$ cat src/rtl/core/ssd_delay.sv
`timescale 1ns / 1ps
// ----------------------------------------------------------------------------
// ssd_delay
// Enable-gated register chain that keeps side data aligned with a cell row.
// ----------------------------------------------------------------------------
module ssd_delay #(
	parameter int W = 8,
	parameter int N = 4
) (
	input  logic         clk,
	input  logic         en,
	input  logic [W-1:0] d,
	output logic [W-1:0] q
);

	logic [W-1:0] stg_q [N];

	always_ff @(posedge clk) begin
		if (en) begin
			stg_q[0] <= d;
			for (int i = 1; i < N; i++) begin
				stg_q[i] <= stg_q[i-1];
			end
		end
	end

	assign q = stg_q[N-1];

endmodule

$ cat config.mk
export PLATFORM = sky130hd
export DESIGN_NAME = ssd_delay
export DESIGN_NICKNAME = d
export VERILOG_FILES = /design/src/rtl/core/ssd_delay.sv
export SDC_FILE = /design/constraint.sdc
export NUM_CORES = 1
export LEC_CHECK = 0
export ABC_AREA = 1
export BUFFER_PORTS_ARGS = -buffer_cell sky130_fd_sc_hd__buf_2
export CAP_MARGIN = 25
export CELL_PAD_IN_SITES_DETAIL_PLACEMENT = 1
export CELL_PAD_IN_SITES_GLOBAL_PLACEMENT = 1
export CORE_MARGIN = 2
export CORE_UTILIZATION = 45
export CTS_CLUSTER_DIAMETER = 60
export CTS_CLUSTER_SIZE = 14
export DETAILED_ROUTE_END_ITERATION = 10
export PLACE_DENSITY_LB_ADDON = 0.1
export SLEW_MARGIN = 10
export SYNTH_ARGS = -nofsm -noshare
export SYNTH_HDL_FRONTEND = slang
export SYNTH_SLANG_ARGS = --single-unit
$ cat constraint.sdc
create_clock -name clk -period 0.8 [get_ports clk]
set_input_delay 0.04 -clock clk [delete_from_list [all_inputs] [get_ports clk]]
set_output_delay 0.04 -clock clk [all_outputs]
set_load 0.005 [all_outputs]
== After elaboration in Yosys (flattened, before gate mapping) ==
Memory sizes are Yosys's and may differ from the RTL's.
Cells that the tools add are included.
Word-level totals
  register bits: 0
  bits in latches: 0
  bits in writable memories: 32
  ROM bits: 0
  bits of input ports: 10
  output and inout port bits: 8
  memories kept: 1
Memory list
  stg_q: words 4, bits a word 8, read ports 4, clocked after memory_dff 0, wr ports 4, RTL line 16  | logic [W-1:0] stg_q [N];
Cells by class
  add/subtract/negate cells: 0
  $mul: 0
  div/mod/pow operators: 0
  magnitude comparators: 0
  equality and inequality tests: 0
  shifts and indexed selects: 0
  multiplexer cells: 2
  bitwise operators: 0
  reduce and logical (&&, ||, !) cells: 0
Operator list (count)
  $mux W1: 2

== Logic depth before layout (Yosys ltp) ==
  word-level depth: 2
  mapped depth: 0
  mapped depth without buffers: 0

== Worst setup path before layout ==
Ideal clock, no wire load.
  path kind: register to register
  start point: memory stg_q[0][0]
  end point: memory stg_q[1][0], data pin
  library setup time: 0.266 ns
  data arrival time: 0.323 ns
  slack: 0.211 ns
  stages on the path, launching flop included: 1
  path buffers: 0
  cell sequence: edfxtp_1
RTL lines (RTL line)
  start: declaration: 16

==> results.toml <==
[worst_setup_path]
reg2reg_slack_ns = 0.16
crit_buf_inv = 1
crit_type = "reg -> out"
crit_start = "stg_q[3][3]"
arrival_ns = 0.81
ff2ff_path_depth = 0
critPathTopFamily = "flip-flops"
cp_slowest_cell = "edfxtp_1"
worstPathMaxFanout = 1
critPathLaunchType = "register"
timing.rr.start = "stg_q[1][6]"
critPathMaxStageDelay_ns = 0.37
cp.required_ns = 0.76
setup.worst_path.end_class = "output pin"
worstPathCellList = "buf_2"
worstSetupPathDepth = 1

[placed_design]
place_ws_ns = 0.155
gp_congestion = 0.639
port_buffers = 17
dp_hpwl_um = 783

[layout]
layout_commonest_cell = "edfxtp_1"
area_delta_synth_final_pct = 29.9
fillers = 164
fin_nets = 76
largestRegisters = "stg_q (32)"
largest_register = "stg_q"
final_cell_mix = "edfxtp_1, buf_2, dlygate4sd3_1, clkbuf_4"
multi_input_gates = 0
layout-drive-gt1-share = 0.358
multi_input_area_sq_um = 0
diodes = 0
largest_reg_flops = 32

[synth]
synth_seq_area_share = 1.00
synth_cell_types = 1
syn_nets = 42
synth_seq_cells = 32
synth-warning-count = 0
synthesis.instances = 32
syn_avg_cell_area_sq_um = 30.0
syn_area_sq_um = 961

[routing]
drtPass1Iterations = 2
routed_wl_mm = 1.24
drtAntennaViolNets = 0
vias_per_cell = 4.45
drtIter0Drc = 8
route.detailed.drc = 0
wl_per_cell_um = 13.2
num_vias = 418

[worst_hold_path]
hold_class = "in -> reg"
min_from = "en"
hold_depth = 2

[global_route]
grt_start_max_net_pins = 17
grt_pass1_vias = 468
antenna_found_initial = 0
grt_first_pass_wirelength_mm = 2.13
grt.overflow.total = 0
grtUsageTotal = 0.126

[sta]
hold_viol_final = 0
fin_crit_ns = 0.848
fin_crit_sh = 1.06
relSlewSlack = 0.926
setup_slack_ns = -0.0480
final-max-slew-violation-count = 0
grt_setup_unrepaired = "true"
setup_viol = 8
fmax_mhz = 1180
worst_slew_pin_slew_ns = 0.112
fin_worst_skew_ns = 0.00916

[power_and_ir_drop]
p_comb_frac = 0.045
peakVddDrop_uv = 1670
powerDensity_nw_per_um2 = 2340
internal_power_uw = 2380
leakagePower_uw = 0.000459
power_uw = 2920
swShare = 0.185
switchingPower_uw = 541
sequentialPowerShare = 0.684
clkPwrFrac = 0.272

[floorplanning]
die_h_um = 50.2
ios = 18
dieArea_sq_um = 2520
fp-row-count = 16
fp.coreArea_sq_um = 1980
start_util = 0.485
fp.dieW_um = 50.2

[clocking]
postCtsSetupRepairBufs = 0
cts.sinks = 32
cts_buffers = 5
clock-root-buffer = "clkbuf_4"
ctsHtreeMaxLevel = 2
clk_latency_ns = 0.31
cts_tree = "yes"
cts.path.max_buffers = 2
clk_pin_slew_ns = 0.09

[status]
violations = "negative setup slack"
status = "complete, but fails checks"

[run]
cap_violations = 0
[cells by family after synthesis]
group / Yosys count / synth area share
flops: 32 / 1.00
[Yosys cell counts]
| master | n | area, sq um |
|---|---|---|
| edfxtp_1 | 32 | 961 |
[power by group through the flow]
stage	Combinational [uW]	Sequential, uW	Clock [uW]
floorplan	0	2030	0
global placement	92.6	2030	0
finish	131	2000	794
CTS	130	2000	828
global route	142	2010	917
detailed placement	101	2040	0
[metal layers]
metal  track usage  part of all wire
met1         0.137              0.42
met2         0.200              0.51
met3        0.0565             0.061
met4        0.0833                 0
met5             0                 0
[final cells by class]
type,instances,area [sq um],area share
well taps,27,33.8,0.0271
flip-flops and latches,32,961,0.770
repair buffers,27,205,0.164
clock buffers,7,45.0,0.0361
clock inverters,1,3.75,0.00301
[path summary, 6_finish.rpt]
| kind | end |
|---|---|
| worst max-delay path | q[3] |
| worst min-delay path | stg_q[0][1] |
| worst max register to register | stg_q[2][6] |
| worst min register to register | stg_q[1][4] |
[stage by stage]
step	cell area (sq um)	setup TNS (ns)	hold slack, ns	util	std cells
floorplan	961	0	0.139	-	32
global placement	1120	0	0.216	0.565	78
detailed placement	1120	0	0.218	0.565	78
CTS	1250	-0.480	0.144	0.630	94
global route	1250	-0.700	0.140	0.630	94
finish	1250	-0.265	0.160	0.630	94
[repair_timing]
item	4_1_cts	5_1_grt
hold endpoints to repair	8	0
hold buffers	8	0
gates resized for setup	0	0
cloned	0	0
endpoints found under the setup margin	8	8
Note: power is estimated with default switching activity, not from simulation.
