--- config.mk ---
export PLATFORM = sky130hd
export DESIGN_NAME = ssd_div_cell
export DESIGN_NICKNAME = d
export VERILOG_FILES = /design/src/rtl/core/ssd_div_cell.sv
export SDC_FILE = /design/constraint.sdc
export NUM_CORES = 1
export LEC_CHECK = 0
export BUFFER_PORTS_ARGS = -buffer_cell sky130_fd_sc_hd__buf_2
export CORE_UTILIZATION = 51
export DETAILED_ROUTE_END_ITERATION = 8
export PLACE_DENSITY = 0.81
export REMOVE_ABC_BUFFERS = 1
export SLEW_MARGIN = 20
export SYNTH_ARGS = -nofsm -noshare
export SYNTH_HDL_FRONTEND = slang
export SYNTH_SLANG_ARGS = --single-unit
--- constraint.sdc ---
create_clock -name clk -period 4.4 [get_ports clk]
set_input_delay 0.88 -clock clk [delete_from_list [all_inputs] [get_ports clk]]
set_output_delay 0.88 -clock clk [all_outputs]
set_load 0.005 [all_outputs]
--- src/rtl/core/ssd_div_cell.sv ---
`timescale 1ns / 1ps
// ----------------------------------------------------------------------------
// ssd_div_cell
// One restoring division step: settles quotient bit IDX and passes on.
// ----------------------------------------------------------------------------
module ssd_div_cell #(
	parameter int NW  = 51,
	parameter int DVW = 35,
	parameter int QW  = 17,
	parameter int IDX = 0
) (
	input  logic           clk,
	input  logic           en,
	input  logic [NW-1:0]  r_i,
	input  logic [DVW-1:0] d_i,
	input  logic [QW-1:0]  q_i,
	output logic [NW-1:0]  r_o,
	output logic [DVW-1:0] d_o,
	output logic [QW-1:0]  q_o
);

	logic [NW-1:0] dsh;
	logic          ge;

	assign dsh = NW'(d_i) << IDX;
	assign ge  = (r_i >= dsh);

	always_ff @(posedge clk) begin
		if (en) begin
			r_o <= ge ? (r_i - dsh) : r_i;
			d_o <= d_i;
			q_o <= q_i | (QW'(ge) << IDX);
		end
	end

endmodule

Yosys cells after proc, flatten, opt, wreduce, memory -nomap -nowiden
Index checks and enable logic that the tools add are counted.
- register bits: 103
- latch bits: 0
- memory bits (writable): 0
- memory bits (read-only): 0
- input port bits: 105
- output and inout port bits: 103
- memories kept: 0
- add/sub/neg operators: 1
- multipliers: 0
- div/mod/pow operators: 0
- order comparisons: 1
- equality and inequality tests: 0
- shift operators: 0
- mux-type cells: 1
- bitwise logic cells: 1
- reduce and logical (&&, ||, !) cells: 0
- operators by type and width (kind ; count):
    51-bit by 35-bit greater-or-equal comparator with 1-bit output ; 1
    51-bit two-way mux ; 1
    51-bit by 35-bit subtractor with 51-bit output ; 1
    17-bit by 1-bit bitwise OR with 17-bit output ; 1

Depth between registers and ports, before layout
Gate-level depths: netlist of run 1.
- depth after elaboration: 2
- mapped depth: 13
- mapped depth without buffers: 13

Worst setup path after synthesis of run 1
No wires, ideal clock.
- path type: in2reg
- start point: input port d_i[34]
- end point: register r_o[46], data pin
- library setup time: 0.256 ns
- data arrival time: 3.183 ns
- path slack: 0.960 ns
- stages on the path: 11
- path buffers: 1
- path through: inv_1 -> ha_1 -> buf_2 -> nand2_1 -> or3_1 -> or4_4 -> o31ai_4 -> nor3_4 -> nor4_1 -> nand3_1 -> a22o_1
- longest elaborated chain between the ends: 2
- elaborated cells between the ends (all ways): 3
- classes of those cells: add/sub (1); order compare (1); mux (1)
- ends and longest elaborated chain (element ; line ; text):
    start: declaration ; 15 ; input logic [DVW-1:0] d_i,
    51-bit by 35-bit subtractor with 51-bit output / 51-bit by 35-bit greater-or-equal comparator with 1-bit output (equally long branches) ; 30, 26 ;
    51-bit two-way mux * ; 30 ; r_o <= ge ? (r_i - dsh) : r_i;
    end signal: assignment ; 30 ;
    end: declaration ; 17 ; output logic [NW-1:0] r_o,
Mark *: on every way between the ends. The rest lies on a longest branch, timed or not.
A chain may end at the register's enable or synchronous reset.

Worst setup path in the final report of run 1
- start point: input port r_i[28]
- end point: register r_o[1], data pin
- longest elaborated chain between the ends: 2
- ends and longest elaborated chain (element ; line ; text):
    start: declaration ; 14 ; input logic [NW-1:0] r_i,
    51-bit by 35-bit greater-or-equal comparator with 1-bit output ; 26 ; assign ge = (r_i >= dsh);
    51-bit two-way mux ; 30 ;
Every way passes these cells.

==> results_dict.tcl, run 1 <==
set metrics [dict create \
    status "finished, final reports clean" \
    synth_cells 589 \
    grt_use_total_pct 25.1 \
    core_um2 11500 \
    setup-violations-final 0 \
    drt_iter0_drc 396 \
    syn_avg_cell_area_um2 10.3 \
    start_util_pct 52.8 \
    peakVddDrop_v 0.000330 \
    fin_ws_ns 0.568 \
    drc 0 \
    rsz0062_at_grt "false" \
    cp_data_arrival_time_ns 3.94 \
    post_cts_buffers 0 \
    worstMarginPinSlew_ns 0.824 \
    powerDensity_nw_per_um2 360 \
    min_path_cells 1 \
    finalMaxSlewViolations 0 \
    slowest_stage "nor3_4" \
    cts_resized 0 \
    crit_path_max_fanout 37 \
    grt_pass1_vias 5073 \
    seq_area_frac_synth_pct 51.1 \
    critPathRequiredTime_ns 4.51 \
    ys_types 54 \
    drt_wl_total_mm 15.6 \
    cp_num_buf_inv 2 \
    vias 5265 \
    clockBufferDepth 2 \
    cap_violations 0 \
    critPathTopFamily "compound AO/OA/AOI/OAI gates" \
    via_per_inst 5.59 \
    max_slew_margin_pct 45.1 \
    cts_tree "yes" \
    fp.dieH_um 111 \
    post-place-ws_ns 0.174 \
    yosys_warnings 0 \
    synth_area_leaders "edfxtp_1, ha_1, o21ai_0" \
    max_freq_mhz 261 \
    holdCritStartpoint "q_i[4]" \
    cp_slowest_stage_delay_ns 0.71 \
    die_x_um 111 \
    power.leakage_nw 3.25 \
    drt_pass1_iterations 5 \
    ant_nets 0 \
    synth_ff_type "edfxtp_1" \
    final_nets 935 \
    cts_hold_buf 0 \
    crit_chain "buf_2 > ha_1 > a21oi_1 > nor2_1 > a211oi_1 > o221ai_1 > nor3_4 > buf_4 > mux2_2" \
    netlist.area_leader.share_pct 51.1 \
    dpl.hpwl_mm 12.3 \
    hold-path-endpoint "q_o[4]" \
    synth_common_cells "edfxtp_1, nand2_1, o21ai_0" \
    port_buffers 207 \
    syn_to_final_growth_pct 25.1 \
    post_drt_wl_per_cell_um 16.6 \
    grt_pass1_wl_mm 24.5 \
    h-tree-depth 3 \
    cts_root_buf "clkbuf_16" \
    grt_max_degree 68 \
    num_rows 39 \
    cts.sinks 103 \
    antenna_found_initial 0 \
    synth-seq-cells 103 \
    antenna_cells 0 \
    synth.most_common_cell "edfxtp_1" \
    clk_pin_slew_ns 0.07 \
    hp-class "primary input to flip-flop" \
    fill_cells 912 \
    drive_above_1_share_pct 30.4 \
    worstSetupPathType "primary input to flip-flop" \
    min_period_over_period_pct 87.1 \
    utilization_pct 66.0 \
    syn_area_um2 6050 \
    hold_violations 0 \
    die_area_um2 12300 \
    synth_edf_count 103 \
    overflow 0 \
    num_io_pins 208 \
    final.setup.tns_ns 0 \
    gp_congestion 0.882 \
    finalWorstPathRequiredPeriod_ns 3.83 \
    yosysTopAreaCell "edfxtp_1" \
    async_reset_ff_share_pct 0 \
    crit_path_start_kind "primary input" \
    end_kind "flip-flop" \
    cts_inserted_buffers 9 \
]
==> through the flow <==
step           total power, W  instances  instance area, um^2  hold slack (ns)
2_1_floorplan         0.00157        569                 5960            0.979
6_report              0.00272        942                 7570            0.698
5_1_grt               0.00284        942                 7570            0.682
3_3_place_gp          0.00183        926                 7230             1.06
3_5_place_dp          0.00184        926                 7230             1.06
4_1_cts               0.00274        942                 7570            0.684
==> metal layers <==
metal / vias to the layer above / track usage, % / routed length, um
li1: 2549 / - / -
met1: 2463 / 32.8 / 6750
met2: 228 / 42.1 / 7600
met3: 25 / 3.83 / 969
met4: 0 / 9.42 / 302
met5: - / 0 / 0
==> flip-flops by register name (all words and copies together), names as in the netlist <==
signal	cells
r_o	51
q_o	17
d_o	35
==> report_power, final <==
part / total, W / switching (W) / internal (W)
clock network: 0.000901 / 0.000388 / 0.000513
logic: 0.000586 / 0.000335 / 0.000251
registers: 0.00124 / 0.0000246 / 0.00121
total: 0.00272 / 0.000747 / 0.00198
==> worst max-delay path by stage <==
stage	start	end	slack (ns)	depth (start not counted)
after floorplan	d_i[26]	r_o[49]	0.21	11
after global placement	r_i[0]	r_o[44]	0.11	14
after detailed placement	r_i[0]	r_o[40]	0.17	14
after CTS	r_i[0]	r_o[40]	0.58	14
after global routing	r_i[0]	r_o[48]	0.39	14
final	r_i[28]	r_o[1]	0.57	9
==> cell families after synthesis <==
| kind of cell | count (synthesis) | share of synthesized area, % |
|---|---|---|
| adder cells (fa/ha/maj) | 36 | 7.57 |
| buffers and inverters | 67 | 4.36 |
| AO/OA/AOI/OAI | 159 | 15.9 |
| flip-flops | 103 | 51.1 |
| multiplexers | 2 | 0.372 |
| AND/OR/NAND/NOR | 178 | 14.4 |
| XOR/XNOR | 44 | 6.37 |
==> cell type report <==
class	count	area [um^2]	area share (%)
inverters	47	176	2.33
repair buffers	214	1090	14.4
clock inverters	7	114	1.50
multi-input cells	419	2690	35.6
flip-flops and latches	103	3090	40.8
clock buffers	9	225	2.97
well taps	143	179	2.36
==> placed cells by master, fill, tap and decap left out, types with 2 or more instances in the layout <==
cell       instances
and4_1             2
xnor2_1           19
edfxtp_1         103
inv_1             46
xor2_1            25
nor3_2             2
o21a_1             5
a41oi_1            2
or3_1              5
nand2b_1           9
nand2_1           72
clkbuf_16          9
a211o_1            3
and3_1             3
o21bai_1           5
ha_1              35
a211oi_1           4
o211ai_1           3
a21o_1             9
bufinv_16          2
and2_1             2
a31oi_1            5
nand3_1            9
a21oi_1           49
nand4_1           11
nor2_1            38
o21ai_0           57
nor4_1             4
o31ai_1            7
inv_6              2
mux2_2             2
buf_4              8
buf_2            206
nand3b_1           2
nor3_1            10
Note: power is estimated with default switching activity, not from simulation.
==> inputs of run 2 (changes only) <==
--- a/config.mk
+++ b/config.mk
@@ -6,9 +6,9 @@
 export NUM_CORES = 1
 export LEC_CHECK = 0
 export BUFFER_PORTS_ARGS = -buffer_cell sky130_fd_sc_hd__buf_2
-export CORE_UTILIZATION = 51
+export CORE_ASPECT_RATIO = 1.25
+export CORE_UTILIZATION = 33
 export DETAILED_ROUTE_END_ITERATION = 8
-export PLACE_DENSITY = 0.81
 export REMOVE_ABC_BUFFERS = 1
 export SLEW_MARGIN = 20
 export SYNTH_ARGS = -nofsm -noshare
==> run 2 against run 1 <==
Hold slack improved by 0.0020 ns; routed wire length increased by 2.9%; via count decreased by 3.8%; combinational power about the same; utilization decreased by 23 points; final cell count increased by 9.3%; sequential cell count unchanged; critical path type unchanged; critical endpoint is now r_o[50].
==> results_dict.tcl, run 2 (synthesis gave the netlist of run 1 again) <==
set metrics [dict create \
    status "finished, final reports clean" \
    num_io_pins 208 \
    h-tree-depth 3 \
    grt_pass1_vias 5008 \
    powerDensity_nw_per_um2 351 \
    peakVddDrop_v 0.000211 \
    min_path_cells 1 \
    max_slew_margin_pct 42.9 \
    cts_inserted_buffers 9 \
    power.leakage_nw 3.26 \
    worstMarginPinSlew_ns 0.854 \
    cp_slowest_stage_delay_ns 0.43 \
    post_drt_wl_per_cell_um 15.6 \
    via_per_inst 4.92 \
    layout_common_cells "buf_2, edfxtp_1, nand2_1, o21ai_0, a21oi_1" \
    holdCritStartpoint "q_i[4]" \
    die_area_um2 18900 \
    drc 0 \
    worstSetupPathType "primary input to flip-flop" \
    cts.sinks 103 \
    finalMaxSlewViolations 0 \
    grt_max_degree 49 \
    layout_commonest_cell "buf_2" \
    largest_reg_flops 51 \
    clockBufferDepth 2 \
    final_nets 938 \
    setup-violations-final 0 \
    cp_data_arrival_time_ns 3.77 \
    hold-path-endpoint "q_o[4]" \
    final.setup.tns_ns 0 \
    grt_use_total_pct 17.2 \
    p_sw_w 0.000728 \
    critPathRequiredTime_ns 4.48 \
    end_kind "flip-flop" \
    clk_pin_slew_ns 0.07 \
    post_cts_buffers 0 \
    crit_path_max_fanout 4 \
    crit_chain "buf_2 > inv_1 > ha_1 > inv_1 > fa_1 > a21o_1 > nand2b_1 > a21oi_1 > nor3_1 > buf_4 > a21oi_1 > o211ai_1 > nand2_1 > a2111oi_2 > xor2_1" \
    drt_wl_total_mm 16.1 \
    largest-register "r_o" \
    cts_tree "yes" \
    slowest_stage "a2111oi_2" \
    overflow 0 \
    placed_area_um2 7360 \
    cp_num_buf_inv 4 \
    critPathTopFamily "compound AO/OA/AOI/OAI gates" \
    crit_path_start_kind "primary input" \
    cts_hold_buf 0 \
    fp.dieH_um 153 \
    ant_nets 0 \
    crit_start "r_i[0]" \
    vias 5064 \
    max_freq_mhz 271 \
    die_x_um 123 \
    hp-class "primary input to flip-flop" \
    min_period_over_period_pct 83.8 \
    seqPwrFrac_pct 45.8 \
    hold_violations 0 \
    utilization_pct 42.7 \
    fill_cells 1834 \
    p_sw_share_pct 27.0 \
    rsz0062_at_grt "false" \
    top_regs "r_o (51), d_o (35), q_o (17)" \
    num_rows 55 \
    finalWorstPathRequiredPeriod_ns 3.69 \
    antenna_found_initial 0 \
    dpl.hpwl_mm 12.9 \
    gp_congestion 0.848 \
    cts_root_buf "clkbuf_16" \
    drt_pass1_iterations 4 \
    start_util_pct 33.6 \
    antenna_cells 0 \
    intPower_w 0.00197 \
    port_buffers 207 \
    clock_power_share_pct 32.6 \
    seqCellArea_um2 3090 \
    cts_resized 0 \
    comb_power_share_pct 21.6 \
    cap_violations 0 \
    multiInputGateArea_um2 2690 \
    core_um2 18000 \
    fin_area_um2 7690 \
    drt_iter0_drc 234 \
    grt_pass1_wl_mm 25.0 \
    drive_above_1_share_pct 30.7 \
    syn_to_final_growth_pct 27.1 \
]
-- run 2: cell count changes in the layout (fill, tap and decap cells not counted), sizes merged --
cell,previous run,this run
clkinv,2,3
inv,50,49
buf,214,217
-- run 2: per-layer routing --
| layer | GRT usage, % | wire length (um) | share of wire (%) |
|---|---|---|---|
| met1 | 21.1 | 6820 | 42 |
| met5 | 0 | 0 | 0 |
| met4 | 4.59 | 179 | 1.1 |
| met3 | 3.51 | 1020 | 6.3 |
| met2 | 30.2 | 8060 | 50 |
-- run 2: worst max path at each step --
stage / slack [ns] / end / cells after the start
6_report: 0.71 / r_o[50] / 15
5_1_grt: 0.44 / r_o[50] / 15
4_1_cts: 0.70 / r_o[50] / 15
3_5_place_dp: 0.33 / r_o[50] / 15
3_3_place_gp: 0.33 / r_o[50] / 15
2_1_floorplan: 0.21 / r_o[49] / 11
-- run 2: per-stage QoR --
step / setup WS (ns) / total power [W] / hold slack (ns) / cells
floorplan: 0.214 / 0.00157 / 0.979 / 569
global placement: 0.327 / 0.00184 / 1.06 / 1014
detailed placement: 0.333 / 0.00184 / 1.06 / 1014
CTS: 0.705 / 0.00273 / 0.686 / 1030
global route: 0.442 / 0.00284 / 0.688 / 1030
finish: 0.714 / 0.00270 / 0.700 / 1030
-- run 2: cell type report --
cell class,instances,share of cell area [%]
Clock buffer,9,2.93
Clock inverter,7,1.33
Inverter,47,2.29
Multi-Input combinational cell,419,35.0
Sequential cell,103,40.2
Tap cell,228,3.71
Timing Repair Buffer,217,14.5
-- run 2: power groups by stage --
stage / Combinational [W] / Sequential [W] / Clock, W
6_report: 0.000583 / 0.00123 / 0.000881
5_1_grt: 0.000654 / 0.00125 / 0.000935
4_1_cts: 0.000590 / 0.00124 / 0.000906
3_5_place_dp: 0.000586 / 0.00126 / 0
3_3_place_gp: 0.000582 / 0.00126 / 0
2_1_floorplan: 0.000293 / 0.00128 / 0
