[src/rtl/core/ssd_sqrt_cell.sv]
`timescale 1ns / 1ps
// ----------------------------------------------------------------------------
// ssd_sqrt_cell
// One digit-by-digit square root step: consumes radicand bit pair IDX.
// ----------------------------------------------------------------------------
module ssd_sqrt_cell #(
	parameter int SQI = 44,
	parameter int RB  = 22,
	parameter int IDX = 0
) (
	input  logic           clk,
	input  logic           en,
	input  logic [SQI-1:0] rad_i,
	input  logic [RB+2:0]  rem_i,
	input  logic [RB-1:0]  root_i,
	output logic [SQI-1:0] rad_o,
	output logic [RB+2:0]  rem_o,
	output logic [RB-1:0]  root_o
);

	logic [RB+2:0] remn;
	logic [RB+2:0] trial;
	logic          ge;

	assign remn  = {rem_i[RB:0], rad_i[2*IDX +: 2]};
	assign trial = {1'b0, root_i, 2'b01};
	assign ge    = (remn >= trial);

	always_ff @(posedge clk) begin
		if (en) begin
			rad_o  <= rad_i;
			rem_o  <= ge ? (remn - trial) : remn;
			root_o <= {root_i[RB-2:0], ge};
		end
	end

endmodule

[config.mk]
export PLATFORM = sky130hd
export DESIGN_NAME = ssd_sqrt_cell
export DESIGN_NICKNAME = d
export VERILOG_FILES = /design/src/rtl/core/ssd_sqrt_cell.sv
export SDC_FILE = /design/constraint.sdc
export NUM_CORES = 1
export LEC_CHECK = 0
export ABC_AREA = 1
export CELL_PAD_IN_SITES_DETAIL_PLACEMENT = 1
export CELL_PAD_IN_SITES_GLOBAL_PLACEMENT = 1
export CORE_MARGIN = 3
export CORE_UTILIZATION = 48
export CTS_BUF_LIST = sky130_fd_sc_hd__clkbuf_8
export DETAILED_ROUTE_END_ITERATION = 8
export DONT_BUFFER_PORTS = 1
export PLACE_DENSITY = 0.82
export SLEW_MARGIN = 20
export SYNTH_ARGS = -nofsm -noshare
export SYNTH_HDL_FRONTEND = slang
export SYNTH_SLANG_ARGS = --single-unit
[constraint.sdc]
create_clock -name clk -period 2.9 [get_ports clk]
set_input_delay 0.87 -clock clk [delete_from_list [all_inputs] [get_ports clk]]
set_output_delay 0.87 -clock clk [all_outputs]
set_load 0.05 [all_outputs]
* Word-level counts from Yosys, hierarchy flattened
Index checks and enable logic that the tools add are counted.
Storage, ports and cells: output and inout port bits 91, input port bits 93, word-level logic and storage cells 6, register bits 91
Cells by class: mux-type cells 1, add/sub/neg operators 1, order comparisons 1
Operators with widths (number):
- 25-bit by 24-bit greater-or-equal comparator with 1-bit output | 1
- 25-bit 2-to-1 mux | 1
- 25-bit by 24-bit subtractor with 25-bit output | 1

* Longest topological paths before layout
Gate-level depths: netlist of run 1.
word-level depth 2, gate-level depth with buffers 14, gate-level depth less buffers 14

* Least setup slack after synthesis of run 1
Ideal clock, no wire load.
path type in2reg, start input port root_i[9], end register rem_o[2] (data pin), data required time 2648 ps, cell stages on the path 13, data arrival time 2145 ps, path buffers 1, library setup time 252 ps, setup slack 503 ps, cells stage by stage inv_1 > ha_1 > nand2_1 > nor2_2 > nand2_1 > inv_2 > nand2_1 > nand3_2 > nor2_4 > nand2_4 > buf_12 > nand2_1 > nand2_1
Between the ends: word-level cells in the longest chain between the ends 2
Ends and longest elaborated chain:
- from (decl) | RTL line 15 | input logic [RB-1:0] root_i,
- 25-bit by 24-bit greater-or-equal comparator with 1-bit output | RTL line 27 | assign ge = (remn >= trial);
- 25-bit 2-to-1 mux | RTL line 32 | rem_o <= ge ? (remn - trial) : remn;
- to (signal assigned) | RTL line 32
- to (decl) | RTL line 17 | output logic [RB+2:0] rem_o,
No other way between the ends. A chain may end at the register's enable or synchronous reset.

* Worst setup path in the final report of run 1
start input port root_i[13], end register rem_o[12] (data pin)
Same word-level chain as after synthesis.

==> impl_results.md, run 1 <==
- Routed WL: 14.2 mm
- Pre-CTS setup slack: -0.112 ns
- Power Total: 3.53 mW
- Clk buf depth: 2
- Root buffer cell: clkbuf_8
- Die Span Y: 109 um
- Nets: 731
- Num ports: 184
- CTS buffer count: 9
- # setup viols final: 0
- Gr ovfl total: 0
- Cell taking the most area after synthesis: edfxtp_1
- Die X: 109 um
- Initial Utilization: 0.494
- Worst Max-Slew Pin Slew: 0.547 ns
- Max cap viols: 0
- Startpoint types: input pin
- CP Launch Point: root_i[13]
- Syn avg cell area: 8.86 sq um
- Fin area: 5670 sq um
- Top-area cell type share of the netlist area: 0.536
- RSZ-0062 raised after global routing: false
- Crit path arrival time: 2.77 ns
- Number of library cell types mapped by synthesis: 27
- WP data required: 3.02 ns
- Hpwl dp: 11.4 mm
- Synth warn: 0
- # diodes: 0
- Fmax: 0.378 GHz
- Uppermost layer routed: met4
- Final worst path period need: 2.64 ns
- Antenna-violating nets left: 0
- CTS resizes: 0
- First-pass iteration count of the detailed router: 4
- Maximum number of pins on one net before global-route repair: 92
- Fraction of layout cells with a size suffix above 1: 0.123
- Starting DRC count in detailed routing: 184
- Hold Path Origin: root_i[0]
- Area Growth Syn to Fin: 11.1%
- Vias: 3,906
- Worst slew margin: 0.636
- Final setup margin: 0.255 ns
- #FFs+latches synth: 91
- Mapped cell area: 5100 sq um
- Critical path class: in2reg
- Synthesized Nets: 693
- Initial antenna violation count: 0
- Die ar.: 11,900 sq um
- Via-per-instance ratio: 5.17
- Hold_buf cts: 0
- Post-CTS Setup Repair Bufs: 0
- Core box area: 10,300 sq um
- IO buf count: 0
- CP endpoint kind: register
- Status: finished clean
- Gate count of the mapped netlist: 576
- CP max FO: 15
- Wl on met1: 5.96 mm
- PwrDens: 623 nW/um^2
- Met2 WL: 7.06 mm
- Crit share post-route: 0.912
- Met3 WL post-DR: 920 um
- Final hold vios: 0
- Hold crit path type: in2reg
- Routability cong.: 0.884
- First-pass GRT wire length: 21.8 mm
- Top post-synthesis cells by area: edfxtp_1, nand2_1, inv_1
- H-tree levels: 3
- Max IR drop VDD: 0.000293 V
- Vias in the first global route: 4,228
- Placement row count: 37
- Post-synthesis sequential area ratio: 0.536
- Drt drc: 0
- CTS sink count: 91
- CTS tree: done
- GRT Overall Usage: 0.242
- Max-slew violation count: 0
- Clock slew at reported path FFs: 0.10 ns
- Placed Area: 5470 sq um
- LEAKAGE: 2.78 nW
- Wirelength per Cell: 18.8 um
[layout make-up]
class	count	area [sq um]
Fill cell	1231	4660
Sequential cell	91	2730
Multi-Input combinational cell	364	1890
Inverter	115	432
Timing Repair Buffer	33	248
Tap cell	136	170
Clock buffer	9	124
Clock inverter	7	75.1
[sequential cells by signal, indices dropped and copies added, names as in the netlist]
register,flops
root_o,22
rem_o,25
rad_o,44
[layer usage]
metal | GRT usage | vias to the layer above
met4 | 0.0739 | 0
met2 | 0.422 | 148
met1 | 0.289 | 1834
met5 | 0 | -
li1 | - | 1905
met3 | 0.0687 | 19
[cells by family (layout without fill, tap and decap cells)]
| kind of cell | count (synthesis) | count (layout) | share of synthesized area |
|---|---|---|---|
| adder cells (fa/ha/maj) | 24 | 24 | 0.0589 |
| flip-flops | 91 | 91 | 0.536 |
| buffers and inverters | 121 | 164 | 0.0947 |
| AO/OA/AOI/OAI | 15 | 15 | 0.0159 |
| XOR/XNOR | 9 | 9 | 0.0155 |
| AND/OR/NAND/NOR | 316 | 316 | 0.279 |
[synthesized netlist by cell type]
| library cell | count |
|---|---|
| nand2_4 | 1 |
| nor2_1 | 25 |
| nand3b_4 | 1 |
| nand4_1 | 7 |
| xnor2_1 | 1 |
| nor3_1 | 2 |
| nand3_2 | 10 |
| buf_12 | 1 |
| buf_6 | 1 |
| nand2_2 | 3 |
| a21oi_1 | 11 |
| inv_2 | 6 |
| o21a_1 | 1 |
| nor2_4 | 3 |
| a21oi_2 | 1 |
| nand3b_1 | 6 |
| inv_1 | 109 |
| edfxtp_1 | 91 |
| and2_1 | 2 |
| nor3_4 | 1 |
| o21ai_0 | 2 |
| buf_2 | 4 |
| ha_1 | 24 |
| nor2_2 | 2 |
| xor2_1 | 8 |
| nand2_1 | 207 |
| nand3_1 | 46 |
[path summary, 6_finish.rpt]
check / end / slack (ns) / cells after the start
min: root_o[1] / 0.58 / 0
max: rem_o[12] / 0.26 / 13
[where the power goes]
part           total, mW  internal [mW]  switching, mW
Clock              0.877          0.403          0.475
Sequential          2.11           1.61          0.498
Combinational      0.543          0.201          0.342
[critical path, stage by stage]
cell and delay (ns):
inv_1 0.02, ha_1 0.36, nand2_1 0.13, nor2_1 0.07, nand2_1 0.10, inv_2 0.05
nand2_1 0.10, nand3_2 0.09, nor2_4 0.41, nand2_4 0.10, buf_4 0.24, nand3_1 0.13
nand2_1 0.09
[through the flow]
step                 util  instances  setup TNS, ns  hold WS (ns)
finish              0.549        755              0         0.584
floorplan               -        576              0         0.969
global placement    0.530        739         -0.206         0.969
detailed placement  0.530        739          -1.06         0.969
CTS                 0.549        755              0         0.570
global route        0.549        755              0         0.560
[cell usage in the layout, fill, tap and decap left out]
| cell type | synthesis | routed |
|---|---|---|
| inv_1 | 109 | 110 |
| nand3_2 | 10 | 10 |
| clkinv_4 | 0 | 1 |
| o21a_1 | 1 | 1 |
| nor2_1 | 25 | 25 |
| bufinv_16 | 0 | 1 |
| nand3b_4 | 1 | 1 |
| xnor2_1 | 1 | 1 |
| nor2_4 | 3 | 3 |
| a21oi_1 | 11 | 11 |
| nand3_1 | 46 | 46 |
| clkbuf_8 | 0 | 9 |
| clkinvlp_4 | 0 | 2 |
| and2_1 | 2 | 2 |
| a21oi_2 | 1 | 1 |
| nor3_1 | 2 | 2 |
| nand4_1 | 7 | 7 |
| inv_2 | 6 | 6 |
| o21ai_0 | 2 | 2 |
| nor2_2 | 2 | 2 |
| nand2_4 | 1 | 1 |
| inv_6 | 0 | 2 |
| buf_4 | 0 | 33 |
| xor2_1 | 8 | 8 |
| nand3b_1 | 6 | 6 |
| nand2_2 | 3 | 3 |
| nand2_1 | 207 | 207 |
| ha_1 | 24 | 24 |
| nor3_4 | 1 | 1 |
| edfxtp_1 | 91 | 91 |
Power figures use the tool's default switching activity.
==> inputs of run 2 (changes only) <==
--- a/config.mk
+++ b/config.mk
@@ -8,11 +8,12 @@
 export ABC_AREA = 1
 export CELL_PAD_IN_SITES_DETAIL_PLACEMENT = 1
 export CELL_PAD_IN_SITES_GLOBAL_PLACEMENT = 1
-export CORE_MARGIN = 3
+export CORE_MARGIN = 2
 export CORE_UTILIZATION = 48
 export CTS_BUF_LIST = sky130_fd_sc_hd__clkbuf_8
 export DETAILED_ROUTE_END_ITERATION = 8
 export DONT_BUFFER_PORTS = 1
+export GPL_TIMING_DRIVEN = 0
 export PLACE_DENSITY = 0.82
 export SLEW_MARGIN = 20
 export SYNTH_ARGS = -nofsm -noshare
==> constraint.sdc (replaced) <==
create_clock -name clk -period 2.7 [get_ports clk]
set_input_delay 0.81 -clock clk [delete_from_list [all_inputs] [get_ports clk]]
set_output_delay 0.81 -clock clk [all_outputs]
set_load 0.05 [all_outputs]
==> run 2 against run 1 <==
Compared with the run above:
- combinational power increased by 0.7%
- routed wire length increased by 2.5%
- sequential power increased by 8%
- design area decreased by 3.4%
- critical path depth unchanged
- power increased by 7.1%
- sequential share of layout area increased by 1.7 points
- first-iteration DRC count decreased by 9.8%
- die area decreased by 3.6%
- via count decreased by 1.6%
- final cell count decreased by 3.6%
- sequential cell count unchanged
- largest power group unchanged
==> impl_results.md, run 2 (synthesis gave the netlist of run 1 again) <==
- Crit path arrival time: 2.55 ns (-0.22 ns)
- First-pass GRT wire length: 22.1 mm (+1.4%)
- Final hold vios: 0 (unchanged)
- GRT Overall Usage: 0.260 (+0.0173)
- Sw power: 1.43 mW (+9.1%)
- Final hold slack: 0.518 ns (-0.0658 ns)
- Reg with most FFs: rad_o
- Initial antenna violation count: 0 (unchanged)
- Placement row count: 37 (unchanged)
- Power Total: 3.78 mW (+7.1%)
- TNS Setup: 0 ns (unchanged)
- Routability cong.: 0.876 (-0.85%)
- Worst slew margin: 0.657 (+0.0211)
- Die ar.: 11,500 sq um (-3.6%)
- Post-CTS Setup Repair Bufs: 0 (unchanged)
- Final std cells w/o fill: 728 (-3.6%)
- Clk buf depth: 2 (unchanged)
- Max cap viols: 0 (unchanged)
- Hold Path Cell Cnt: 0 (unchanged)
- Via-per-instance ratio: 5.28 (+2.0%)
- CTS resizes: 0 (unchanged)
- CTS tree: done
- First-pass iteration count of the detailed router: 5 (+1)
- Root buffer cell: clkbuf_8
- Clock slew at reported path FFs: 0.10 ns (about the same)
- Comb pwr share: 0.144 (-0.010)
- Die X: 107 um (-1.8%)
- Num ports: 184 (unchanged)
- Routed WL: 14.5 mm (+2.5%)
- CTS buffer count: 9 (unchanged)
- Vias in the first global route: 4,183 (-1.1%)
- WP data required: 2.84 ns (-0.18 ns)
- PwrDens: 692 nW/um^2 (+11%)
- CP max FO: 10 (-5)
- Maximum number of pins on one net before global-route repair: 92 (unchanged)
- Placed Area: 5270 sq um (-3.6%)
- Gr ovfl total: 0 (unchanged)
- Inst Count DP: 712 (-3.7%)
- Final worst path period need: 2.41 ns
- Initial Utilization: 0.494 (unchanged)
- Wirelength per Cell: 20.0 um (+6.3%)
- Startpoint types: input pin
- Area Growth Syn to Fin: 7.26%
- # setup viols final: 0 (unchanged)
- Most frequent cells in the layout: nand2_1, inv_1, edfxtp_1
- Hpwl dp: 11.5 mm (+1.1%)
- Fmax: 0.415 GHz
- Sequential power share: 0.599 (about the same)
- Fin area: 5470 sq um (-3.4%)
- Crit share post-route: 0.893
- Worst Max-Slew Pin Slew: 0.515 ns (-0.0317 ns)
- Drt drc: 0 (unchanged)
- Worst-case hold path end point: rad_o[1]
- CP endpoint kind: register
- Die Span Y: 107 um (-1.8%)
- Status: finished clean
- Vias: 3,842 (-1.6%)
- IO buf count: 0 (unchanged)
- Max-slew violation count: 0 (unchanged)
- CTS sink count: 91 (unchanged)
- # diodes: 0 (unchanged)
- Area of the multi-input gates: 1890 sq um (unchanged)
- P_int: 2.35 mW (+6.0%)
- Antenna-violating nets left: 0 (unchanged)
- Register Area: 2730 sq um (unchanged)
- Hold crit path type: in2reg
- Clock power frac: 0.256 (+0.008)
- Top Registers: rad_o x44, rem_o x25, root_o x22
- Max IR drop VDD: 0.000281 V (-4.2%)
- Hold Path Origin: rad_i[1]
- LEAKAGE: 2.66 nW (-4.2%)
- Most common cell after layout, fill and taps aside: nand2_1
- Core box area: 10,300 sq um (unchanged)
- Fraction of layout cells with a size suffix above 1: 0.0828 (-0.0400)
- Fill cells: 1,204 (-2.2%)
- Critical path class: in2reg
- Hold_buf cts: 0 (unchanged)
- Net Sw Frac: 0.379 (+0.00669)
- RSZ-0062 raised after global routing: false
- H-tree levels: 3 (unchanged)
- Starting DRC count in detailed routing: 166 (-9.8%)
- Nets: 704 (-3.7%)
- Max reg flops: 44 (unchanged)
-- run 2: cell type report --
| cell class | instances | share of cell area |
|---|---|---|
| buffer | 6 | 0.00938 |
| tap | 136 | 0.0311 |
| clock buffer | 9 | 0.0226 |
| clock inverter | 7 | 0.0139 |
| inverter | 115 | 0.0789 |
| multi-input combinational | 364 | 0.345 |
| sequential | 91 | 0.499 |
-- run 2: worst max-delay path by stage --
stage               cells past startpoint  slack (ns)   endpoint        from
finish                                 13        0.29  rem_o[22]  root_i[10]
detailed placement                     13       -0.08  rem_o[22]  root_i[11]
global placement                       13       0.006  rem_o[22]  root_i[14]
global route                           13        0.18   rem_o[0]  root_i[10]
CTS                                    13        0.30  rem_o[22]  root_i[11]
floorplan                              13        0.36   rem_o[2]   root_i[9]
-- run 2: power groups by stage --
stage / registers, mW / clock network (mW) / logic [mW]
3_5_place_dp: 2.30 / 0 / 0.544
2_1_floorplan: 2.28 / 0 / 0.405
4_1_cts: 2.27 / 0.972 / 0.550
5_1_grt: 2.28 / 1.02 / 0.623
3_3_place_gp: 2.29 / 0 / 0.514
6_report: 2.27 / 0.969 / 0.547
-- run 2: stage by stage --
step | setup slack, ns | utilization
after global placement | 0.00558 | 0.511
after global routing | 0.181 | 0.530
after CTS | 0.296 | 0.530
after floorplan | 0.363 | -
final | 0.288 | 0.530
after detailed placement | -0.0768 | 0.511
-- run 2: worst max-delay path, cell delays in order --
cell and delay, ns:
inv_1 0.03, ha_1 0.37, nand2_1 0.22, nor2_1 0.11
nand2_1 0.11, inv_2 0.05, nand2_1 0.08, nand3_2 0.09
nor2_4 0.19, nand2_4 0.16, buf_12 0.19, nand3_2 0.08
nand2_1 0.05
-- run 2: routing by layer --
layer,track usage,vias to the layer above,part of all wire
met1,0.306,1797,0.41
met4,0.0928,0,0.025
met3,0.0657,30,0.073
li1,-,1850,-
met2,0.457,165,0.50
met5,0,-,0
